===== src/sv/bfa_pkg.sv =====
// shared types and constants of the best-fit block allocator
`default_nettype none
package bfa_pkg;

  localparam int unsigned AddrW = 24;
  localparam int unsigned AlignMin = 5;
  localparam int unsigned AlignMax = 12;

  typedef enum logic [1:0] {
    KIND_SPARE = 2'd0,
    KIND_FREE  = 2'd1,
    KIND_USED  = 2'd2
  } kind_e;

  typedef enum logic [1:0] {
    MODE_ALLOC = 2'd0,
    MODE_FREE  = 2'd1,
    MODE_QUERY = 2'd2,
    MODE_BAD   = 2'd3
  } mode_e;

  typedef enum logic [2:0] {
    ST_OK      = 3'd0,
    ST_UNSET   = 3'd1,
    ST_ZERO    = 3'd2,
    ST_SHORT   = 3'd3,
    ST_NOFIT   = 3'd4,
    ST_NODESC  = 3'd5,
    ST_MISALGN = 3'd6,
    ST_UNKNOWN = 3'd7
  } status_e;

  typedef enum logic [1:0] {
    REG_ALIGN    = 2'd0,
    REG_HEAP     = 2'd1,
    REG_COALESCE = 2'd2
  } reg_e;

  typedef enum logic [3:0] {
    S_IDLE,
    S_CLEAR,
    S_CHECK,
    S_SCAN,
    S_DECIDE,
    S_APPLY,
    S_PREV,
    S_NEXT,
    S_SETTLE,
    S_MERGE,
    S_DONE
  } state_e;

  // controller to datapath
  typedef struct packed {
    logic load;      // capture request
    logic clr_start; // reset scan counter and results
    logic clr_step;  // write spare/seed entry at counter
    logic scan;      // one alloc/lookup scan step
    logic prev_scan; // one coalesce step, previous neighbour
    logic next_scan; // one coalesce step, next neighbour
    logic apply;     // commit alloc or free
    logic merge;     // commit merge
    logic finish;    // set result
  } cmd_t;

  // datapath to controller
  typedef struct packed {
    logic scan_last;
    logic early_done; // result already decided before scan
    logic is_alloc;
    logic prev_hit;
    logic next_hit;
    logic coalesce;
    logic free_ok;
  } stat_t;

endpackage
`default_nettype wire


===== src/sv/bfa_ctrl.sv =====
// sequencing state machine of the allocator
`default_nettype none
module bfa_ctrl (
  input  wire logic          clk_i,
  input  wire logic          rst_ni,
  input  wire logic          req_i,
  input  wire logic          reinit_i,
  input  wire logic          out_busy_i,
  input  wire bfa_pkg::stat_t stat_i,
  output bfa_pkg::cmd_t      cmd_o,
  output logic               ready_o,
  output logic               done_o
);

  bfa_pkg::state_e state_q, state_d;

  always_ff @(posedge clk_i or negedge rst_ni) begin
    if (!rst_ni) begin
      state_q <= bfa_pkg::S_CLEAR;
    end else begin
      state_q <= state_d;
    end
  end

  always_comb begin
    state_d = state_q;
    cmd_o = '0;
    ready_o = 1'b0;
    done_o = 1'b0;
    unique case (state_q)
      bfa_pkg::S_IDLE: begin
        if (reinit_i) begin
          state_d = bfa_pkg::S_CLEAR;
          cmd_o.clr_start = 1'b1;
        end else begin
          ready_o = !out_busy_i;
          if (req_i && !out_busy_i) begin
            cmd_o.load = 1'b1;
            state_d = bfa_pkg::S_CHECK;
          end
        end
      end
      bfa_pkg::S_CLEAR: begin
        cmd_o.clr_step = 1'b1;
        if (stat_i.scan_last) state_d = bfa_pkg::S_IDLE;
      end
      bfa_pkg::S_CHECK: begin
        cmd_o.clr_start = 1'b1;
        state_d = stat_i.early_done ? bfa_pkg::S_DONE : bfa_pkg::S_SCAN;
      end
      bfa_pkg::S_SCAN: begin
        cmd_o.scan = 1'b1;
        if (stat_i.scan_last) state_d = bfa_pkg::S_DECIDE;
      end
      bfa_pkg::S_DECIDE: begin
        state_d = bfa_pkg::S_APPLY;
      end
      bfa_pkg::S_APPLY: begin
        cmd_o.apply = 1'b1;
        cmd_o.clr_start = 1'b1;
        if (!stat_i.is_alloc && stat_i.free_ok && stat_i.coalesce) state_d = bfa_pkg::S_PREV;
        else state_d = bfa_pkg::S_DONE;
      end
      bfa_pkg::S_PREV: begin
        cmd_o.prev_scan = 1'b1;
        if (stat_i.scan_last) state_d = bfa_pkg::S_NEXT;
      end
      bfa_pkg::S_NEXT: begin
        if (stat_i.prev_hit) begin
          state_d = bfa_pkg::S_MERGE;
        end else begin
          cmd_o.next_scan = 1'b1;
          if (stat_i.scan_last) state_d = bfa_pkg::S_SETTLE;
        end
      end
      bfa_pkg::S_SETTLE: begin
        // last next-neighbour entry is evaluated here
        state_d = bfa_pkg::S_MERGE;
      end
      bfa_pkg::S_MERGE: begin
        cmd_o.merge = 1'b1;
        state_d = bfa_pkg::S_DONE;
      end
      bfa_pkg::S_DONE: begin
        cmd_o.finish = 1'b1;
        done_o = 1'b1;
        state_d = bfa_pkg::S_IDLE;
      end
      default: state_d = bfa_pkg::S_IDLE;
    endcase
  end

endmodule
`default_nettype wire


===== src/sv/bfa_dpath.sv =====
// descriptor table, scan logic and tallies of the allocator
`default_nettype none
module bfa_dpath #(
  parameter int unsigned MAX_BLOCKS = 64
) (
  input  wire logic                        clk_i,
  input  wire logic                        rst_ni,
  input  wire bfa_pkg::cmd_t               cmd_i,
  input  wire logic [1:0]                  mode_i,
  input  wire logic [bfa_pkg::AddrW-1:0]   count_i,
  input  wire logic [bfa_pkg::AddrW-1:0]   addr_i,
  input  wire logic [3:0]                  align_i,
  input  wire logic [bfa_pkg::AddrW-1:0]   heap_i,
  input  wire logic                        coalesce_i,
  output bfa_pkg::stat_t                   stat_o,
  output logic [2:0]                       status_o,
  output logic [bfa_pkg::AddrW-1:0]        raddr_o,
  output logic                             in_heap_o,
  output logic [bfa_pkg::AddrW-1:0]        free_o,
  output logic [bfa_pkg::AddrW-1:0]        used_o
);

  localparam int unsigned IdxW = (MAX_BLOCKS > 1) ? $clog2(MAX_BLOCKS) : 1;
  localparam int unsigned AW = bfa_pkg::AddrW;
  localparam int unsigned SW = bfa_pkg::AddrW + 1;

  // descriptor memory: kind, start, size
  typedef struct packed {
    logic [1:0]    kind;
    logic [AW-1:0] start;
    logic [SW-1:0] size;
  } desc_t;

  desc_t mem [MAX_BLOCKS];

  logic [IdxW:0]   cnt_q;
  logic [IdxW-1:0] idx;
  logic [IdxW-1:0] rd_idx;
  desc_t           rd_q;
  logic            rd_ok_q;
  logic [IdxW-1:0] rd_idx_q;
  logic            we;
  logic [IdxW-1:0] wa;
  desc_t           wd;

  logic [1:0]    mode_q;
  logic [SW-1:0] need_q;
  logic [AW-1:0] addr_q;
  logic [SW-1:0] gran;
  logic [SW-1:0] data_sz;

  logic            best_v_q, spare_v_q;
  logic [IdxW-1:0] best_q, spare_q;
  desc_t           best_d_q;
  logic            nb_v_q;
  logic [IdxW-1:0] nb_q;
  desc_t           nb_d_q;
  desc_t           hit_d_q;
  logic            ok_q;
  logic            split_q, merged_q;
  logic            ev_prev_seen_q;
  logic            apply_ok;

  logic [2:0]          status_q;
  logic [AW-1:0]       raddr_q;
  logic                inh_q;
  logic [SW-1:0]       free_q, used_q;
  logic                early;
  logic                early_q;
  logic [2:0]          early_st;

  logic [3:0] lg;
  always_comb begin
    lg = align_i;
    if (lg < 4'(bfa_pkg::AlignMin)) lg = 4'(bfa_pkg::AlignMin);
    if (lg > 4'(bfa_pkg::AlignMax)) lg = 4'(bfa_pkg::AlignMax);
    gran = SW'(1) << lg;
    data_sz = {1'b0, heap_i} & ~(gran - SW'(1));
  end

  assign idx = cnt_q[IdxW-1:0];
  assign stat_o.scan_last = (cnt_q == (IdxW+1)'(MAX_BLOCKS - 1));
  assign stat_o.is_alloc = (mode_q == bfa_pkg::MODE_ALLOC);
  assign stat_o.prev_hit = nb_v_q;
  assign stat_o.next_hit = nb_v_q;
  assign stat_o.coalesce = coalesce_i;
  assign stat_o.free_ok = best_v_q;
  assign stat_o.early_done = early;

  // checks that need no table scan
  always_comb begin
    early = 1'b1;
    early_st = bfa_pkg::ST_OK;
    if (mode_q == bfa_pkg::MODE_BAD) early_st = bfa_pkg::ST_UNKNOWN;
    else if (heap_i == '0) early_st = bfa_pkg::ST_UNSET;
    else if (mode_q == bfa_pkg::MODE_QUERY) early_st = bfa_pkg::ST_OK;
    else if (mode_q == bfa_pkg::MODE_ALLOC) begin
      if (need_q == '0) early_st = bfa_pkg::ST_ZERO;
      else if (need_q > free_q) early_st = bfa_pkg::ST_SHORT;
      else early = 1'b0;
    end else begin
      if ((SW'(addr_q) & (gran - SW'(1))) != '0) early_st = bfa_pkg::ST_MISALGN;
      else early = 1'b0;
    end
  end

  // commit only when the table really changes: a hit, and a spare for any split
  always_comb begin
    apply_ok = best_v_q;
    if (mode_q == bfa_pkg::MODE_ALLOC && best_d_q.size > need_q && !spare_v_q)
      apply_ok = 1'b0;
  end

  // memory read address runs one ahead of the evaluated entry
  assign rd_idx = idx;

  always_ff @(posedge clk_i) begin
    rd_q <= mem[rd_idx];
    rd_idx_q <= rd_idx;
    if (we) mem[wa] <= wd;
  end

  always_ff @(posedge clk_i or negedge rst_ni) begin
    if (!rst_ni) rd_ok_q <= 1'b0;
    else rd_ok_q <= cmd_i.scan | cmd_i.prev_scan | cmd_i.next_scan;
  end

  // evaluate the entry read in the previous cycle
  logic [AW-1:0] hend, jend;
  always_comb begin
    hend = AW'(SW'(hit_d_q.start) + hit_d_q.size);
    jend = AW'(SW'(rd_q.start) + rd_q.size);
  end

  logic ev_prev_q, ev_next_q;
  always_ff @(posedge clk_i or negedge rst_ni) begin
    if (!rst_ni) begin
      ev_prev_q <= 1'b0;
      ev_next_q <= 1'b0;
    end else begin
      ev_prev_q <= cmd_i.prev_scan;
      ev_next_q <= cmd_i.next_scan;
    end
  end

  always_comb begin
    we = 1'b0;
    wa = idx;
    wd = '0;
    if (cmd_i.clr_step) begin
      we = 1'b1;
      wa = idx;
      if (idx == '0 && data_sz != '0) begin
        wd.kind = bfa_pkg::KIND_FREE;
        wd.size = data_sz;
      end
    end else if (cmd_i.apply && apply_ok) begin
      we = 1'b1;
      wa = best_q;
      wd = best_d_q;
      if (mode_q == bfa_pkg::MODE_ALLOC) begin
        wd.kind = bfa_pkg::KIND_USED;
        wd.size = need_q;
      end else begin
        wd.kind = bfa_pkg::KIND_FREE;
      end
    end else if (cmd_i.merge && nb_v_q) begin
      we = 1'b1;
      wa = nb_q;
      wd = '0;
    end else if (cmd_i.finish && mode_q == bfa_pkg::MODE_ALLOC && ok_q && split_q) begin
      we = 1'b1;
      wa = spare_q;
      wd.kind = bfa_pkg::KIND_FREE;
      wd.start = AW'(SW'(best_d_q.start) + need_q);
      wd.size = best_d_q.size - need_q;
    end else if (cmd_i.finish && merged_q) begin
      we = 1'b1;
      wa = best_q;
      wd = hit_d_q;
    end
  end

  always_ff @(posedge clk_i or negedge rst_ni) begin
    if (!rst_ni) begin
      cnt_q <= '0;
      mode_q <= bfa_pkg::MODE_BAD;
      best_v_q <= 1'b0;
      spare_v_q <= 1'b0;
      nb_v_q <= 1'b0;
      ok_q <= 1'b0;
      split_q <= 1'b0;
      merged_q <= 1'b0;
      early_q <= 1'b0;
      status_q <= bfa_pkg::ST_OK;
      raddr_q <= '0;
      inh_q <= 1'b0;
      free_q <= '0;
      used_q <= '0;
      best_q <= '0;
      spare_q <= '0;
      nb_q <= '0;
    end else begin
      if (cmd_i.load) begin
        mode_q <= mode_i;
        need_q <= (SW'(count_i) + gran - SW'(1)) & ~(gran - SW'(1));
        addr_q <= AW'(addr_i);
        ok_q <= 1'b0;
        split_q <= 1'b0;
        merged_q <= 1'b0;
      end
      if (cmd_i.clr_start) begin
        cnt_q <= '0;
        nb_v_q <= 1'b0;
        if (!cmd_i.apply) begin
          best_v_q <= 1'b0;
          spare_v_q <= 1'b0;
          // decision taken at the check step, kept for the finishing step
          early_q <= early;
        end
      end else if (cmd_i.clr_step || cmd_i.scan || cmd_i.prev_scan || cmd_i.next_scan) begin
        cnt_q <= stat_o.scan_last ? '0 : cnt_q + 1'b1;
      end
      if (cmd_i.clr_step) begin
        free_q <= data_sz;
        used_q <= '0;
      end
      // scan evaluation of last read entry
      if (rd_ok_q && !ev_prev_q && !ev_next_q) begin
        if (rd_q.kind == bfa_pkg::KIND_SPARE && !spare_v_q) begin
          spare_v_q <= 1'b1;
          spare_q <= rd_idx_q;
        end
        if (mode_q == bfa_pkg::MODE_ALLOC) begin
          if (rd_q.kind == bfa_pkg::KIND_FREE && rd_q.size >= need_q &&
              (!best_v_q || rd_q.size < best_d_q.size ||
               (rd_q.size == best_d_q.size && rd_q.start < best_d_q.start))) begin
            best_v_q <= 1'b1;
            best_q <= rd_idx_q;
            best_d_q <= rd_q;
          end
        end else if (rd_q.kind == bfa_pkg::KIND_USED && rd_q.start == addr_q &&
                     !best_v_q) begin
          best_v_q <= 1'b1;
          best_q <= rd_idx_q;
          best_d_q <= rd_q;
        end
      end
      if (rd_ok_q && (ev_prev_q || ev_next_q) && !nb_v_q && rd_idx_q != best_q &&
          rd_q.kind == bfa_pkg::KIND_FREE &&
          (ev_prev_q ? (jend == hit_d_q.start) : (rd_q.start == hend))) begin
        nb_v_q <= 1'b1;
        nb_q <= rd_idx_q;
        nb_d_q <= rd_q;
      end
      if (cmd_i.apply) begin
        hit_d_q <= {bfa_pkg::KIND_FREE, best_d_q.start, best_d_q.size};
        if (mode_q == bfa_pkg::MODE_ALLOC) begin
          if (!best_v_q) status_q <= bfa_pkg::ST_NOFIT;
          else if (best_d_q.size > need_q && !spare_v_q) status_q <= bfa_pkg::ST_NODESC;
          else begin
            status_q <= bfa_pkg::ST_OK;
            ok_q <= 1'b1;
            split_q <= best_d_q.size > need_q;
            free_q <= free_q - need_q;
            used_q <= used_q + need_q;
          end
        end else if (!best_v_q) begin
          status_q <= bfa_pkg::ST_UNKNOWN;
        end else begin
          status_q <= bfa_pkg::ST_OK;
          used_q <= used_q - best_d_q.size;
          free_q <= free_q + best_d_q.size;
        end
      end
      if (cmd_i.merge && nb_v_q) begin
        merged_q <= 1'b1;
        hit_d_q <= {hit_d_q.kind, ev_prev_seen_q ? nb_d_q.start : hit_d_q.start,
                    hit_d_q.size + nb_d_q.size};
      end
      if (cmd_i.finish) begin
        if (early_q) status_q <= early_st;
        inh_q <= (mode_q == bfa_pkg::MODE_QUERY) && heap_i != '0 && addr_q < heap_i;
        raddr_q <= (ok_q && !early_q) ? best_d_q.start : '0;
      end
    end
  end

  // remembers whether the neighbour came from the previous-block pass
  always_ff @(posedge clk_i or negedge rst_ni) begin
    if (!rst_ni) ev_prev_seen_q <= 1'b0;
    else if (cmd_i.clr_start) ev_prev_seen_q <= 1'b0;
    else if (rd_ok_q && ev_prev_q && !nb_v_q && rd_idx_q != best_q &&
             rd_q.kind == bfa_pkg::KIND_FREE && jend == hit_d_q.start)
      ev_prev_seen_q <= 1'b1;
  end

  assign status_o = (cmd_i.finish && early_q) ? early_st : status_q;
  assign raddr_o = raddr_q;
  assign in_heap_o = inh_q;
  assign free_o = free_q[bfa_pkg::AddrW-1:0];
  assign used_o = used_q[bfa_pkg::AddrW-1:0];

endmodule
`default_nettype wire


===== src/sv/best_fit_block_allocator.sv =====
// top level of the best-fit block allocator with one-step coalescing
// Each transfer on s_axis is one request (allocate, free or range query) and
// yields exactly one result transfer on m_axis. Requests are handled one at a
// time: a request that needs the descriptor table takes one pass over all
// MAX_BLOCKS entries through the single read port of the table memory, plus a
// second pass for the previous neighbour when a free coalesces, and a third for
// the next neighbour if the second finds none. Requests settled without the
// table (unset heap, zero size, short, misaligned, query, unknown mode) skip
// these passes. After reset and after a write to align_log2 or heap_bytes the
// table is rebuilt by a clearing pass over all MAX_BLOCKS entries, taking no
// request meanwhile; a write during a request before its apply step can be lost.
// The result sits in an output register; no new request is taken while it waits.
`default_nettype none
module best_fit_block_allocator #(
  parameter int unsigned MAX_BLOCKS = 64
) (
  input  wire logic        clk_i,
  input  wire logic        rst_ni,
  input  wire logic        s_axis_tvalid,
  output logic             s_axis_tready,
  input  wire logic [55:0] s_axis_tdata,  // mode[1:0], byte_count[25:2], address[49:26]
  output logic             m_axis_tvalid,
  input  wire logic        m_axis_tready,
  output logic [79:0] m_axis_tdata, // status, result_address, in_heap, free_bytes, used_bytes
  input  wire logic        cfg_valid_i,
  output logic             cfg_ready_o,
  input  wire logic [1:0]  cfg_index_i,
  input  wire logic [23:0] cfg_data_i
);

  // configuration registers
  logic [3:0]  align_q;
  logic [23:0] heap_q;
  logic        coal_q;
  logic        reinit_q;
  logic        reinit_clr;
  logic        cfg_we;

  assign cfg_ready_o = 1'b1;
  assign cfg_we = cfg_valid_i && cfg_ready_o;

  always_ff @(posedge clk_i or negedge rst_ni) begin
    if (!rst_ni) begin
      align_q <= 4'd7;
      heap_q <= 24'd1048576;
      coal_q <= 1'b1;
      reinit_q <= 1'b0;
    end else begin
      if (cfg_we) begin
        unique case (cfg_index_i)
          bfa_pkg::REG_ALIGN: begin
            align_q <= cfg_data_i[3:0];
            reinit_q <= 1'b1;
          end
          bfa_pkg::REG_HEAP: begin
            heap_q <= cfg_data_i;
            reinit_q <= 1'b1;
          end
          bfa_pkg::REG_COALESCE: coal_q <= cfg_data_i[0];
          default: ;
        endcase
      end else if (reinit_clr) begin
        reinit_q <= 1'b0;
      end
    end
  end

  bfa_pkg::cmd_t  cmd;
  bfa_pkg::stat_t stat;
  logic           done, ready;
  logic [2:0]     status;
  logic [23:0]    raddr, fb, ub;
  logic           inh;
  logic           ovalid_q;
  logic [79:0]    odata_q;
  logic           done_q;
  logic [2:0]     st_q;

  // cleared at clearing pass start, check and apply; a write in a clearing pass runs another
  assign reinit_clr = cmd.clr_start;

  bfa_ctrl u_ctrl (
    .clk_i      (clk_i),
    .rst_ni     (rst_ni),
    .req_i      (s_axis_tvalid),
    .reinit_i   (reinit_q),
    .out_busy_i (ovalid_q || done_q),
    .stat_i     (stat),
    .cmd_o      (cmd),
    .ready_o    (ready),
    .done_o     (done)
  );

  bfa_dpath #(
    .MAX_BLOCKS (MAX_BLOCKS)
  ) u_dpath (
    .clk_i      (clk_i),
    .rst_ni     (rst_ni),
    .cmd_i      (cmd),
    .mode_i     (s_axis_tdata[1:0]),
    .count_i    (s_axis_tdata[25:2]),
    .addr_i     (s_axis_tdata[49:26]),
    .align_i    (align_q),
    .heap_i     (heap_q),
    .coalesce_i (coal_q),
    .stat_o     (stat),
    .status_o   (status),
    .raddr_o    (raddr),
    .in_heap_o  (inh),
    .free_o     (fb),
    .used_o     (ub)
  );

  assign s_axis_tready = ready;

  // result register, loaded through done_q after the finishing step
  always_ff @(posedge clk_i or negedge rst_ni) begin
    if (!rst_ni) begin
      done_q <= 1'b0;
      ovalid_q <= 1'b0;
    end else begin
      done_q <= done;
      if (done_q) ovalid_q <= 1'b1;
      else if (m_axis_tready) ovalid_q <= 1'b0;
    end
  end

  always_ff @(posedge clk_i) begin
    if (done) st_q <= status;
    if (done_q) odata_q <= {4'd0, ub, fb, inh, raddr, st_q};
  end

  assign m_axis_tvalid = ovalid_q;
  assign m_axis_tdata = odata_q;

endmodule
`default_nettype wire


===== config.mk =====
export PLATFORM = sky130hd
export DESIGN_NAME = best_fit_block_allocator
export DESIGN_NICKNAME = d
export VERILOG_FILES = /design/src/sv/bfa_pkg.sv /design/src/sv/bfa_ctrl.sv /design/src/sv/bfa_dpath.sv /design/src/sv/best_fit_block_allocator.sv
export SDC_FILE = /design/constraint.sdc
export NUM_CORES = 2
export LEC_CHECK = 0
export BUFFER_PORTS_ARGS = -buffer_cell sky130_fd_sc_hd__buf_2
export CORE_UTILIZATION = 40
export CTS_CLUSTER_SIZE = 12
export DETAILED_ROUTE_END_ITERATION = 7
export HOLD_SLACK_MARGIN = 0.08
export SLEW_MARGIN = 20
export SYNTH_ARGS = -nofsm -noshare
export SYNTH_HDL_FRONTEND = slang
export SYNTH_SLANG_ARGS = --single-unit

===== constraint.sdc =====
create_clock -name clk_i -period 6.4 [get_ports clk_i]
set_input_delay 0 -clock clk_i [delete_from_list [all_inputs] [get_ports clk_i]]
set_output_delay 0 -clock clk_i [all_outputs]
set_load 0.005 [all_outputs]

==> flow_summary.ini <==
[hold_path]
min_to = u_dpath.need_q[19]
hp-class = input port to register
hold_depth = 4
worstHoldStart = s_axis_tdata[20]

[critical_path]
crit_type = register to register
reg2reg_to = u_dpath.mem[43][23]
reg2reg_depth = 15
path_cells = inv_1 > ha_1 > nand4_1 > nor4_1 > buf_4 > a211o_1 > or2_1 > a311o_1 > and3_1 > o21ai_4 > buf_4 > a21oi_1 > a221oi_1 > o21ai_4 > buf_12
crit_path_top_delay_cell = edfxtp_1
path_max_fanout = 64
reg2reg_from = u_dpath.need_q[14]
critical_path_arrival_ps = 6040
r2r_slack_ps = 980
worstSetupStartpointType = register
critPathRequiredTime_ps = 7020
cp_slowest_stage_delay_ps = 660
end_kind = register

[die]
die_area_um2 = 396000
die_x_um = 629
rows = 229
io-pin-count = 170
die_h_um = 629
core_area_um2 = 390000
start_util_pct = 40.3

[finish]
nets = 9485
fillCellCount = 32300
layoutNonFillerInstCount = 14500
area_growth_pct = 17.0
drive_above_1_share_pct = 25.3

[yosys]
ys.warnings.count = 0
synth_ff_type = edfxtp_1
synth.ff_latch_count = 3747
netlist_area_um2 = 157000
synth_edf_count = 3539
syn_inst = 8249
yosysUniqueCellTypes = 87
avgSynthCellArea_um2 = 19.1
synth-async-reset-ratio_pct = 4.03
ys_seq_area_share_pct = 70.7

[cts]
cts.sinks = 3747
post_cts_buffers = 0
clk_latency_ps = 980
htree_levels = 5
cts_tree = built
clk_pin_slew_worst_paths_ps = 60
cts_buffers = 393
cts_buffer_depth = 4
cts_root_buf = clkbuf_16

[drt]
drt_wl_total_mm = 470
dr.first_iter.drc_count = 9746
wl_per_cell_um = 32.3
drc = 0
vias = 85800
viasPerCell = 5.91
dr.pass1.iters = 8
detail-route-antenna-nets = 0

[timing]
fmax_ghz = 0.185
slew_viol_final = 0
hold_viol = 0
worst_pin_slew_ps = 1140
rsz0062_at_grt = false
tns_ps = 0
setup_viol = 0
final.min_clock_period_ps = 5420
relSlewSlack_pct = 23.8
fin_crit_sh_pct = 84.7
holdWs_ps = 162
fin_worst_skew_ps = 75.6

[global_routing]
grt.met1_usage_pct = 32.5
globalRouteTotalUtil_pct = 23.4
grtUsageMet3_pct = 3.15
grt_max_degree = 156
antenna_found_initial = 46
grt-ovfl-total = 0
grt_pass1_vias = 86800
met2_usage_pct = 38.6
grt_pass1_wl_mm = 662
grt-busiest-layer = met2

[placed_design]
portBuffers = 158
place_hpwl_mm = 309
place_inst = 13700
place_congestion = 0.942

[outcome]
run_status = complete, no violations

[pwr]
power_leakage_nw = 51.8
power.total_mw = 49.2
vdd_drop_max_v = 0.000231
power_per_cell_area_nw_per_um2 = 267

[job]
cap_violations = 0
## stage by stage
step           worst slack, ps  area (um2)  utilization [%]
2_1_floorplan              295      157000                -
3_3_place_gp              1270      170000             43.6
3_5_place_dp              1220      170000             43.6
4_1_cts                   1160      184000             47.2
5_1_grt                   1070      184000             47.2
6_report                   982      184000             47.2
## cell families after synthesis
kind of cell | Yosys count | synth area share [%]
other | 2 | 0.00477
AO/OA/AOI/OAI | 1055 | 4.34
adder cells (fa/ha/maj) | 360 | 2.91
AND/OR/NAND/NOR | 1083 | 3.29
XOR/XNOR | 255 | 1.42
buffers and inverters | 583 | 1.41
multiplexers | 1164 | 16.0
flip-flops | 3747 | 70.7
## per-layer routing
layer	up-vias	routed length, um
met5	-	397
li1	35600	-
met1	46100	195000
met3	651	30500
met4	14	15100
met2	3521	228000
## timing repair
action / CTS / global route
gates resized for setup: 0 / 0
hold buffers: 184 / 0
hold endpoints to repair: 367 / 0
## power breakdown
part | switching [mW] | leakage, nW | total (mW) | internal [mW]
registers | 0.0773 | 27.3 | 26.5 | 26.5
clock network | 9.51 | 5.87 | 21.9 | 12.4
logic | 0.369 | 18.6 | 0.704 | 0.335
## registers in the layout, summed over array words and instances (netlist names), 7 cells and up
register / cells
m_axis_tdata: 76
u_dpath.need_q: 25
u_dpath.free_q: 25
u_dpath.addr_q: 24
u_dpath.rd_q: 51
u_dpath.hit_d_q: 49
u_dpath.used_q: 24
heap_q: 24
u_dpath.best_d_q: 49
u_dpath.cnt_q: 7
u_dpath.mem: 3264
u_dpath.nb_d_q: 49
u_dpath.raddr_o: 24
## cell usage in the layout (no fill, tap or decap), drive strengths merged, types with 55 or more instances in the layout
master / instances
nand2b: 56
a21o: 125
edfxtp: 3539
mux4: 1071
a21oi: 268
dlygate4sd3: 183
nand3: 91
nor2: 267
nor3: 55
ha: 350
clkbuf: 540
xor2: 124
dfxtp: 57
o21ai: 250
xnor2: 131
dfrtp: 143
clkinv: 103
inv: 236
buf: 553
nand2: 342
## Yosys cell counts (all sizes together), types with 27 or more instances
cell	instances	share of area, %
clkbuf	276	0.66
nand2	342	0.82
nor2	267	0.64
o21ai	250	0.80
mux2	54	0.40
edfxtp	3539	68
o21a	29	0.14
nor2b	38	0.15
xor2	124	0.69
mux4	1071	15
a21oi	268	0.85
nor3	55	0.17
a22oi	29	0.14
a31oi	42	0.18
buf	81	0.21
dfrtp	143	2.3
xnor2	131	0.73
nand2b	56	0.22
o31ai	27	0.13
o21bai	34	0.16
nand3	91	0.29
dfxtp	57	0.72
a211oi	31	0.15
nand4	47	0.19
nor4	41	0.16
inv	226	0.54
o221ai	29	0.16
mux2i	39	0.25
ha	350	2.8
and3	30	0.12
a21o	125	0.60
## cell type report
cell class,count,area (um2),share of cell area [%]
Inverter,226,850,0.461
Clock buffer,540,10800,5.85
Antenna cell,16,40.0,0.0217
Multi-Input combinational cell,3934,45200,24.5
Sequential cell,3747,111000,60.4
Clock inverter,138,1400,0.762
Tap cell,5197,6500,3.53
Timing Repair Buffer,736,8200,4.45
## worst max-delay path by stage
| stage | endpoint | cells after the start | slack, ps | from |
|---|---|---|---|---|
| 3_3_place_gp | u_dpath.mem[16][23] | 15 | 1270 | u_dpath.need_q[14] |
| 5_1_grt | u_dpath.mem[43][23] | 15 | 1070 | u_dpath.need_q[15] |
| 6_report | u_dpath.mem[43][23] | 15 | 980 | u_dpath.need_q[14] |
| 4_1_cts | u_dpath.mem[41][23] | 15 | 1160 | u_dpath.need_q[14] |
| 3_5_place_dp | u_dpath.mem[21][23] | 15 | 1220 | u_dpath.need_q[14] |
| 2_1_floorplan | u_dpath.mem[0][22] | 13 | 300 | u_dpath.best_d_q[0] |
## critical path: cells and delay by family, from the launching register on
kind,cells,cell delay [ps]
flops,1,660
simple gates,4,800
buf+inv,4,1120
compound gates,6,2030
fa+ha+maj,1,400
Power figures use the tool's default switching activity.
